$ cat config.mk
export PLATFORM = sky130hd
export DESIGN_NAME = sm64_ctrl
export DESIGN_NICKNAME = d
export VERILOG_FILES = /design/src/hw/rtl/sm64_pkg.sv /design/src/hw/rtl/sm64_ctrl.sv
export SDC_FILE = /design/constraint.sdc
export NUM_CORES = 1
export LEC_CHECK = 0
export BUFFER_PORTS_ARGS = -buffer_cell sky130_fd_sc_hd__buf_4
export CAP_MARGIN = 10
export CELL_PAD_IN_SITES_DETAIL_PLACEMENT = 0
export CELL_PAD_IN_SITES_GLOBAL_PLACEMENT = 1
export CORE_MARGIN = 2
export CORE_UTILIZATION = 40
export CTS_BUF_LIST = sky130_fd_sc_hd__clkbuf_4 sky130_fd_sc_hd__clkbuf_8
export DETAILED_ROUTE_END_ITERATION = 10
export GPL_ROUTABILITY_DRIVEN = 0
export PLACE_DENSITY_LB_ADDON = 0.1
export SETUP_SLACK_MARGIN = 0.4
export SYNTH_ARGS = -nofsm -noshare
export SYNTH_HDL_FRONTEND = slang
export SYNTH_SLANG_ARGS = --single-unit
$ cat constraint.sdc
create_clock -name clk -period 1.8 [get_ports clk]
set_clock_uncertainty 0.1 [all_clocks]
set_input_delay 0.18 -clock clk [delete_from_list [all_inputs] [get_ports clk]]
set_output_delay 0.18 -clock clk [all_outputs]
set_load 0.005 [all_outputs]
$ cat src/hw/rtl/sm64_pkg.sv
// ----------------------------------------------------------------------------
// sm64_pkg
// Shared types and constants of the splitmix64 generator engine: command
// codes, datapath operations, controller states and the control/status bundles.
// ----------------------------------------------------------------------------
package sm64_pkg;

  localparam int unsigned WORD_W    = 64;
  localparam int unsigned BOUND_W   = 63;
  localparam int unsigned CMD_W     = 2;
  localparam int unsigned IN_DATA_W  = 256;
  localparam int unsigned OUT_DATA_W = 320;

  localparam logic [WORD_W-1:0] GOLDEN_GAMMA = 64'h9e3779b97f4a7c15;

  // tries of a bounded draw before the fallback fold
  localparam int unsigned RETRY_LIMIT = 1024;
  localparam int unsigned TRY_W       = $clog2(RETRY_LIMIT);

  typedef enum logic [CMD_W-1:0] {
    CMD_NEXT    = 2'd0,
    CMD_BOUNDED = 2'd1,
    CMD_SPLIT   = 2'd2,
    CMD_LOAD    = 2'd3
  } cmd_t;

  // which finalizer the shared multiplier works for
  typedef enum logic {
    MIX_MURMUR,
    MIX_STAFFORD
  } mix_t;

  typedef enum logic [4:0] {
    DP_NOP,
    DP_CAPTURE,
    DP_ADV,
    DP_MUL0,
    DP_MUL1,
    DP_MUL2,
    DP_DRAW,
    DP_EQ,
    DP_BSETUP,
    DP_BMASK,
    DP_CHECK,
    DP_RESOLVE,
    DP_CSEED,
    DP_CGAM,
    DP_CGCNT,
    DP_CGFIX,
    DP_LOAD,
    DP_EMIT
  } dp_op_t;

  typedef enum logic [3:0] {
    S_IDLE,
    S_DISPATCH,
    S_ADV,
    S_M0,
    S_M1,
    S_M2,
    S_POST,
    S_BSETUP,
    S_BMASK,
    S_JUDGE,
    S_CGCNT,
    S_CGFIX,
    S_FINISH
  } state_t;

  typedef struct packed {
    dp_op_t op;
    mix_t   fn;
    logic   stage;
  } dp_cmd_t;

  typedef struct packed {
    cmd_t cmd;
    logic bounds_eq;
    logic hit;
    logic out_full;
  } dp_stat_t;

endpackage

$ cat src/hw/rtl/sm64_ctrl.sv
// ----------------------------------------------------------------------------
// sm64_ctrl
// Controller: sequences the datapath through capture, seed advance, the
// three-step multiplies of each mix round, rejection retries and result emit.
// ----------------------------------------------------------------------------
module sm64_ctrl (
  input  logic               clk,
  input  logic               rst_n,
  input  logic               in_tvalid,
  output logic               in_tready,
  input  logic               out_tready,
  input  sm64_pkg::dp_stat_t dp_stat,
  output sm64_pkg::dp_cmd_t  dp_cmd
);
  import sm64_pkg::*;

  state_t           state_r, state_nxt;
  logic             stage_r, stage_nxt;
  logic             phase_r, phase_nxt;
  logic [TRY_W-1:0] tries_r, tries_nxt;

  always_ff @(posedge clk) begin
    if (!rst_n) begin
      state_r <= S_IDLE;
      stage_r <= 1'b0;
      phase_r <= 1'b0;
      tries_r <= '0;
    end else begin
      state_r <= state_nxt;
      stage_r <= stage_nxt;
      phase_r <= phase_nxt;
      tries_r <= tries_nxt;
    end
  end

  always_comb begin
    state_nxt    = state_r;
    stage_nxt    = stage_r;
    phase_nxt    = phase_r;
    tries_nxt    = tries_r;
    in_tready    = 1'b0;
    dp_cmd.op    = DP_NOP;
    dp_cmd.stage = stage_r;
    // second half of a split runs the stafford mix
    dp_cmd.fn    = (dp_stat.cmd == CMD_SPLIT && phase_r) ? MIX_STAFFORD : MIX_MURMUR;

    case (state_r)
      S_IDLE: begin
        in_tready = 1'b1;
        phase_nxt = 1'b0;
        if (in_tvalid) begin
          dp_cmd.op = DP_CAPTURE;
          state_nxt = S_DISPATCH;
        end
      end
      S_DISPATCH: begin
        case (dp_stat.cmd)
          CMD_BOUNDED: begin
            if (dp_stat.bounds_eq) begin
              dp_cmd.op = DP_EQ;
              state_nxt = S_FINISH;
            end else begin
              state_nxt = S_BSETUP;
            end
          end
          CMD_LOAD: begin
            dp_cmd.op = DP_LOAD;
            state_nxt = S_FINISH;
          end
          default: state_nxt = S_ADV;
        endcase
      end
      S_ADV: begin
        dp_cmd.op = DP_ADV;
        stage_nxt = 1'b0;
        state_nxt = S_M0;
      end
      S_M0: begin
        dp_cmd.op = DP_MUL0;
        state_nxt = S_M1;
      end
      S_M1: begin
        dp_cmd.op = DP_MUL1;
        state_nxt = S_M2;
      end
      S_M2: begin
        dp_cmd.op = DP_MUL2;
        stage_nxt = 1'b1;
        state_nxt = stage_r ? S_POST : S_M0;
      end
      S_POST: begin
        case (dp_stat.cmd)
          CMD_BOUNDED: begin
            dp_cmd.op = DP_CHECK;
            state_nxt = S_JUDGE;
          end
          CMD_SPLIT: begin
            if (phase_r) begin
              dp_cmd.op = DP_CGAM;
              state_nxt = S_CGCNT;
            end else begin
              dp_cmd.op = DP_CSEED;
              phase_nxt = 1'b1;
              state_nxt = S_ADV;
            end
          end
          default: begin
            dp_cmd.op = DP_DRAW;
            state_nxt = S_FINISH;
          end
        endcase
      end
      S_BSETUP: begin
        dp_cmd.op = DP_BSETUP;
        tries_nxt = '0;
        state_nxt = S_BMASK;
      end
      S_BMASK: begin
        dp_cmd.op = DP_BMASK;
        state_nxt = S_ADV;
      end
      S_JUDGE: begin
        if (dp_stat.hit || tries_r == TRY_W'(RETRY_LIMIT - 1)) begin
          dp_cmd.op = DP_RESOLVE;
          state_nxt = S_FINISH;
        end else begin
          tries_nxt = tries_r + 1'b1;
          state_nxt = S_ADV;
        end
      end
      S_CGCNT: begin
        dp_cmd.op = DP_CGCNT;
        state_nxt = S_CGFIX;
      end
      S_CGFIX: begin
        dp_cmd.op = DP_CGFIX;
        state_nxt = S_FINISH;
      end
      S_FINISH: begin
        if (!dp_stat.out_full || out_tready) begin
          dp_cmd.op = DP_EMIT;
          state_nxt = S_IDLE;
        end
      end
      default: state_nxt = S_IDLE;
    endcase
  end

endmodule

==> key figures, run 1 <==
Outcome
  – Status: finished, violations left
  – Failing checks: negative setup slack

Critical path
  – Worst Setup End Kind: primary output
  – Crit-path slowest cell: a311oi_1
  – CP bufs+invs: 2
  – CP cell instances: nor2b_4 -> buf_6 -> and4_4 -> a311oi_1 -> nand3_2 -> buf_6
  – Cell class contributing the biggest share of worst-path delay: simple AND/OR/NAND/NOR gates
  – CP Launch Type: flip-flop
  – CP most frequent cell: buf_6
  – Crit path kind: reg2out
  – Max FO, Critical Path: 7
  – Critical Path AT: 1.69 ns
  – Slowest stage delay, CP: 0.36 ns
  – Worst Path Required: 1.52 ns

Yosys
  – Netlist cell types: 55
  – Synth area leaders: dfxtp_1 24%, ha_1 5.6%, a21oi_1 4.4%
  – Synth area leader: dfxtp_1
  – Synth Net Count: 185
  – Post-synth EDFFs: 0
  – Sequential cell area fraction in the yosys report: 0.2370
  – Cell Area, Synth: 1351 um^2
  – Asr flop ratio synth: 0
  – Top cell type's share of synthesized area: 0.2370
  – Flops & latches, synth: 16
  – Mean Syn Cell Area: 7.949 um^2
  – Synth warn: 0
  – Prevailing post-synth register cell: dfxtp_1
  – Post-Syn Instances: 170

Routing
  – Iteration count of the initial detailed-routing pass: 4
  – ANT nets after route: 0
  – DR DRC count: 0
  – Via/cell ratio: 5.833
  – Starting DRT DRC Count: 44
  – WL per Instance: 16.46 um
  – Via count: 1534
  – Drt total wl: 4330 um

Cells and area
  – Fraction of final layout cells sized beyond drive strength 1: 0.4516
  – Fin nets: 234
  – Area grow syn2layout: 52.50%
  – Antenna Cells: 0
  – Finished layout cell area: 2061 um^2
  – Layout Cells excl Fill: 263

STA
  – Final Setup Violations: 9
  – RSZ-0062 raised after global routing: yes
  – Rel. slew slack: 0.7283
  – Least-Margin Pin Slew: 0.4042 ns
  – Max Slew Vio Count: 0
  – Fin. Hold Viols: 0
  – Min Tclk post-route: 1.967 ns
  – Tcrit/Tclk final: 1.093
  – Fmax: 0.5085 GHz
  – Post-route setup TNS: -0.5491 ns
  – PnR worst setup slack: -0.1666 ns

CTS
  – H-tree depth: 1
  – Clk slew on worst S/H paths: 0.09 ns
  – Clock Tree Root: clkbuf_4
  – CTS hold repair buffers: 0
  – Maximum buffer depth of the clock tree: 2
  – CTS tree: built
  – Clock Sinks: 16
  – CTS buffer count: 3
  – Later-pin clock latency in the skew report: 0.29 ns

Flow run
  – Max-cap viol count: 0

Floorplan
  – Core ar.: 3284 um^2
  – IO Pins: 17
  – Die width: 62.12 um
  – FP Rows: 21
  – Initial Utilization: 0.4114
  – Die footprint: 3859 um^2
  – Die span in y: 62.12 um

Place
  – Instance area after placement: 1640 um^2
  – Pre-CTS setup slack: -0.002591 ns
  – Port-buffer cells: 16
  – HPWL Detailed: 2911 um
  – Dpl cells: 237

Global routing
  – First-pass GRT wire length: 6920 um
  – Total gr overflow: 0
  – Initial antenna violation count: 0
  – All-Layer GR Usage: 0.2206
  – Largest net degree at the start of global routing: 16
  – Vias in the first global route: 1564

Pwr
  – Worst IR Drop VDD: 0.4311 mV
  – PD cells: 915.0 nW/um^2
  – P_leak: 0.7999 nW

Hold path
  – Worst Hold Class: in2reg
cell families (layout without fill, tap and decap cells):
logic type,Yosys count,count (layout),synth area share
mux,4,4,0.02963
buf+inv,23,70,0.07963
fa+ha+maj,6,6,0.05555
flops,16,16,0.2370
simple gates,65,65,0.2991
compound gates,56,56,0.2991
placed cells by master, fill, tap and decap left out, drive strengths merged, types with 3 or more instances in the layout:
| cell | Yosys | final |
|---|---|---|
| a21oi | 12 | 12 |
| nand3 | 7 | 7 |
| o211ai | 4 | 4 |
| nand2b | 5 | 5 |
| buf | 6 | 55 |
| inv | 11 | 11 |
| ha | 6 | 6 |
| and4 | 3 | 3 |
| nand2 | 10 | 10 |
| o31a | 3 | 3 |
| nor2 | 9 | 9 |
| nor3b | 3 | 3 |
| nor2b | 6 | 6 |
| o21ai | 11 | 11 |
| mux2i | 4 | 4 |
| or3 | 3 | 3 |
| nand4 | 3 | 3 |
| dfxtp | 16 | 16 |
| a31oi | 6 | 6 |
| clkbuf | 5 | 3 |
| nor4 | 3 | 3 |
flip-flops by register name (all words and copies together) (netlist names):
name and cells:
phase_r 1, stage_r 1, tries_r 10, state_r 4
cells in the mapped netlist, types with 2 or more instances:
| cell | instances |
|---|---|
| nand4_1 | 2 |
| o2111ai_1 | 2 |
| inv_1 | 11 |
| dfxtp_1 | 16 |
| a31oi_1 | 6 |
| a211oi_1 | 2 |
| nor2b_1 | 6 |
| or4_1 | 2 |
| buf_6 | 2 |
| or3_1 | 3 |
| nor3_1 | 2 |
| nor2_1 | 9 |
| o211ai_1 | 4 |
| mux2i_1 | 4 |
| nand2b_1 | 5 |
| and2_1 | 2 |
| ha_1 | 6 |
| clkbuf_1 | 5 |
| o21ai_0 | 11 |
| nand2_1 | 10 |
| and4_1 | 3 |
| o31a_1 | 3 |
| a21oi_1 | 12 |
| nand3_1 | 7 |
| nor4_1 | 2 |
| buf_2 | 2 |
| nor3b_1 | 3 |
per-layer routing:
metal	wire, um	track usage
met1	1677	0.2232
met2	2367	0.4321
met3	112	0.01449
met4	173	0.1417
met5	0	0
timing repair:
item,in CTS,in global routing
gates resized for setup,37,20
setup endpoints to repair,20,20
endpoints found under the hold margin,0,0
pin swaps,12,17
setup buffers,16,6
gates cloned,1,0
worst paths after layout:
| path | from | depth (start not counted) | slack (ns) | to |
|---|---|---|---|---|
| worst max-delay path | state_r[0] | 6 | -0.17 | dp_cmd[2] |
| worst min-delay path | rst_n | 2 | 0.06 | state_r[3] |
| worst max register to register | tries_r[0] | 8 | -0.05 | tries_r[1] |
| worst min register to register | tries_r[8] | 2 | 0.37 | tries_r[8] |
where the power goes:
group          leakage, nW  switching, mW  internal [mW]  total, mW
Combinational        0.650          0.549          0.698       1.25
Clock               0.0138          0.114         0.0780      0.192
Sequential           0.136         0.0504          0.396      0.446
Total                0.800          0.714           1.17       1.89
stage by stage:
stage	utilization	total power, mW	hold slack (ns)
after floorplan	-	0.9598	0.2079
after global placement	0.4994	1.259	0.3495
after detailed placement	0.4994	1.257	0.3587
after CTS	0.5928	1.797	0.04984
after global routing	0.6274	2.014	0.04822
final	0.6274	1.886	0.05751
final cells by class:
cell class	count	area [um^2]
fillers	297	1224
multi-input cells	131	1086
clock buffers	3	22.52
flip-flops and latches	16	350.3
repair buffers	55	499.2
well taps	46	57.56
inverters	12	45.04
Power figures use the tool's default switching activity.
==> run 2: changes to the inputs <==
==> constraint.sdc (replaced) <==
create_clock -name clk -period 1.8 [get_ports clk]
set_clock_uncertainty 0.1 [all_clocks]
set_input_delay 0.45 -clock clk [delete_from_list [all_inputs] [get_ports clk]]
set_output_delay 0.45 -clock clk [all_outputs]
set_load 0.005 [all_outputs]
==> key figures, run 2 (synthesis results as in run 1) <==
Outcome
  – Status: finished, violations left
  – Failing checks: negative setup slack

Critical path
  – Max FO, Critical Path: 3 (-4)
  – R2r setup slk: -0.18 ns (-0.13 ns)
  – Worst R2R Path Depth: 9 (+1)
  – Critical Path Start: tries_r[0]
  – CP Launch Type: flip-flop
  – Worst reg2reg path endpoint: state_r[3]
  – Crit path kind: reg2out
  – Worst Path Required: 1.25 ns (-0.27 ns)
  – Crit path to: dp_cmd[2]
  – Worst Setup End Kind: primary output
  – Critical Path AT: 1.75 ns (+0.06 ns)
  – Critical R2R Launch: state_r[1]

Pwr
  – Worst IR Drop VDD: 0.5772 mV (+34%)
  – PD cells: 877.6 nW/um^2 (-4.1%)
  – Int Pwr: 1.304 mW (+11%)
  – Psw: 832.8 uW (+17%)
  – Combinational Power Share: 0.699 (+0.037)
  – Switch share: 0.3898 (+0.01102)
  – P_leak: 0.9818 nW (+23%)
  – Reg power frac: 0.210 (-0.026)
  – Clk pwr share: 0.091 (-0.011)

Global routing
  – Initial antenna violation count: 0 (unchanged)
  – Vias in the first global route: 1585 (+1.3%)
  – Total gr overflow: 0 (unchanged)
  – All-Layer GR Usage: 0.2539 (+0.03335)
  – First-pass GRT wire length: 7941 um (+15%)
  – Largest net degree at the start of global routing: 11 (-5)

Floorplan
  – Die span in y: 62.12 um (unchanged)
  – FP Rows: 21 (unchanged)
  – Initial Utilization: 0.4114 (unchanged)
  – Die width: 62.12 um (unchanged)
  – Core ar.: 3284 um^2 (unchanged)
  – IO Pins: 17 (unchanged)
  – Die footprint: 3859 um^2 (unchanged)

Routing
  – WL per Instance: 17.18 um (+4.4%)
  – Via count: 1672 (+9.0%)
  – DR DRC count: 0 (unchanged)
  – Starting DRT DRC Count: 125 (+180%)
  – Drt total wl: 5034 um (+16%)
  – Iteration count of the initial detailed-routing pass: 4 (unchanged)
  – Via/cell ratio: 5.706 (-2.2%)
  – ANT nets after route: 0 (unchanged)

STA
  – Final Setup Violations: 17 (+8)
  – Fin. Hold Viols: 0 (unchanged)
  – Tcrit/Tclk final: 1.280 (+0.1870)
  – Fmax: 0.4342 GHz (-15%)
  – Rel. slew slack: 0.7245 (-0.003783)
  – PnR worst setup slack: -0.5031 ns (-0.3365 ns)
  – Min Tclk post-route: 2.303 ns (+0.3365 ns)
  – Max Slew Vio Count: 0 (unchanged)
  – Least-Margin Pin Slew: 0.4102 ns (+0.005958 ns)
  – Post-route setup TNS: -2.592 ns (-2.043 ns)
  – RSZ-0062 raised after global routing: yes
  – Hold WS: 0.3123 ns (+0.2547 ns)

Place
  – Instance area after placement: 1891 um^2 (+15%)
  – HPWL Detailed: 3208 um (+10%)
  – Port-buffer cells: 16 (unchanged)

Hold path
  – Hold_sp: rst_n
  – Worst Hold Class: in2reg

Flow run
  – Max-cap viol count: 0 (unchanged)

Cells and area
  – Fraction of final layout cells sized beyond drive strength 1: 0.5628 (+0.1111)
  – Max FFs per register: 10 (unchanged)
  – Core Util, Final: 0.7413 (+0.1139)
  – Fillers: 238 (-20%)
  – Most frequent cells in the layout: 55 x buf_4, 27 x buf_6, 9 x inv_1, 9 x dfxtp_1, 8 x nand2_1
  – Antenna Cells: 0 (unchanged)
  – Area grow syn2layout: 80.19%
  – Finished layout cell area: 2435 um^2 (+18%)
  – Largest regs: tries_r (10), state_r (4)
  – Fin nets: 264 (+13%)
  – Top reg by flops: tries_r
  – Commonest non-fill, non-tap cell in the layout: buf_4

CTS
  – Later-pin clock latency in the skew report: 0.29 ns (about the same)
  – Clk slew on worst S/H paths: 0.09 ns (about the same)
  – Clock Sinks: 16 (unchanged)
  – CTS tree: built
  – CTS hold repair buffers: 0 (unchanged)
  – Maximum buffer depth of the clock tree: 2 (unchanged)
  – Clock Tree Root: clkbuf_4
  – H-tree depth: 1 (unchanged)
  – CTS buffer count: 3 (unchanged)
[run 2: cell count changes in the layout (fill, tap and decap cells not counted), moves of 3 or more]
cell / previous run / this run
buf_4: 43 / 55
buf_6: 7 / 27
dfxtp_1: 6 / 9
dfxtp_4: 7 / 3
o21ai_0: 9 / 6
o21ai_2: 0 / 3
[run 2: timing repair]
| item | CTS | global route |
|---|---|---|
| setup buffers | 10 | 12 |
| endpoints found under the setup margin | 23 | 23 |
| resized for setup | 55 | 25 |
| cloned | 1 | 0 |
| pin swaps | 32 | 20 |
[run 2: worst min-delay path by stage]
stage	cells after the start	to	slack, ns
after CTS	2	state_r[3]	0.31
after floorplan	2	tries_r[8]	0.34
final	2	state_r[3]	0.31
after global placement	2	tries_r[8]	0.35
after global routing	2	state_r[3]	0.32
after detailed placement	2	tries_r[8]	0.36
[run 2: layout make-up]
class                           instances  area (um^2)  area share
Clock buffer                            3        22.52    0.009250
Inverter                               12        47.55     0.01953
Multi-Input combinational cell        131         1214      0.4985
Sequential cell                        16        336.6      0.1382
Tap cell                               46        57.56     0.02364
Timing Repair Buffer                   85        757.0      0.3109
[run 2: worst max-delay path, cell delays in order, from the launching register on]
cell	delay [ns]
dfxtp_2	0.36
ha_4	0.14
nand4_1	0.11
o31a_1	0.33
buf_4	0.17
a21o_1	0.18
nand3_2	0.07
buf_6	0.09
[run 2: through the flow]
stage,std cells,power [mW],setup slack [ns]
after floorplan,170,1.031,-0.05280
after global placement,267,1.395,-0.2551
after detailed placement,267,1.412,-0.3353
after CTS,281,1.865,-0.4820
after global routing,293,2.255,-0.5661
final,293,2.137,-0.5031
[run 2: per-layer routing]
layer / up-vias / track usage / routed length (um)
li1: 795 / - / -
met1: 818 / 0.3620 / 2347
met2: 55 / 0.4090 / 2450
met3: 4 / 0.04348 / 213
met4: 0 / 0.04167 / 23
met5: - / 0 / 0
[run 2: power by group through the flow]
stage | logic, mW | clock network (mW) | registers (mW)
finish | 1.49 | 0.194 | 0.449
global route | 1.59 | 0.212 | 0.453
CTS | 1.22 | 0.200 | 0.441
detailed placement | 0.969 | 0 | 0.442
global placement | 0.957 | 0 | 0.438
floorplan | 0.599 | 0 | 0.432
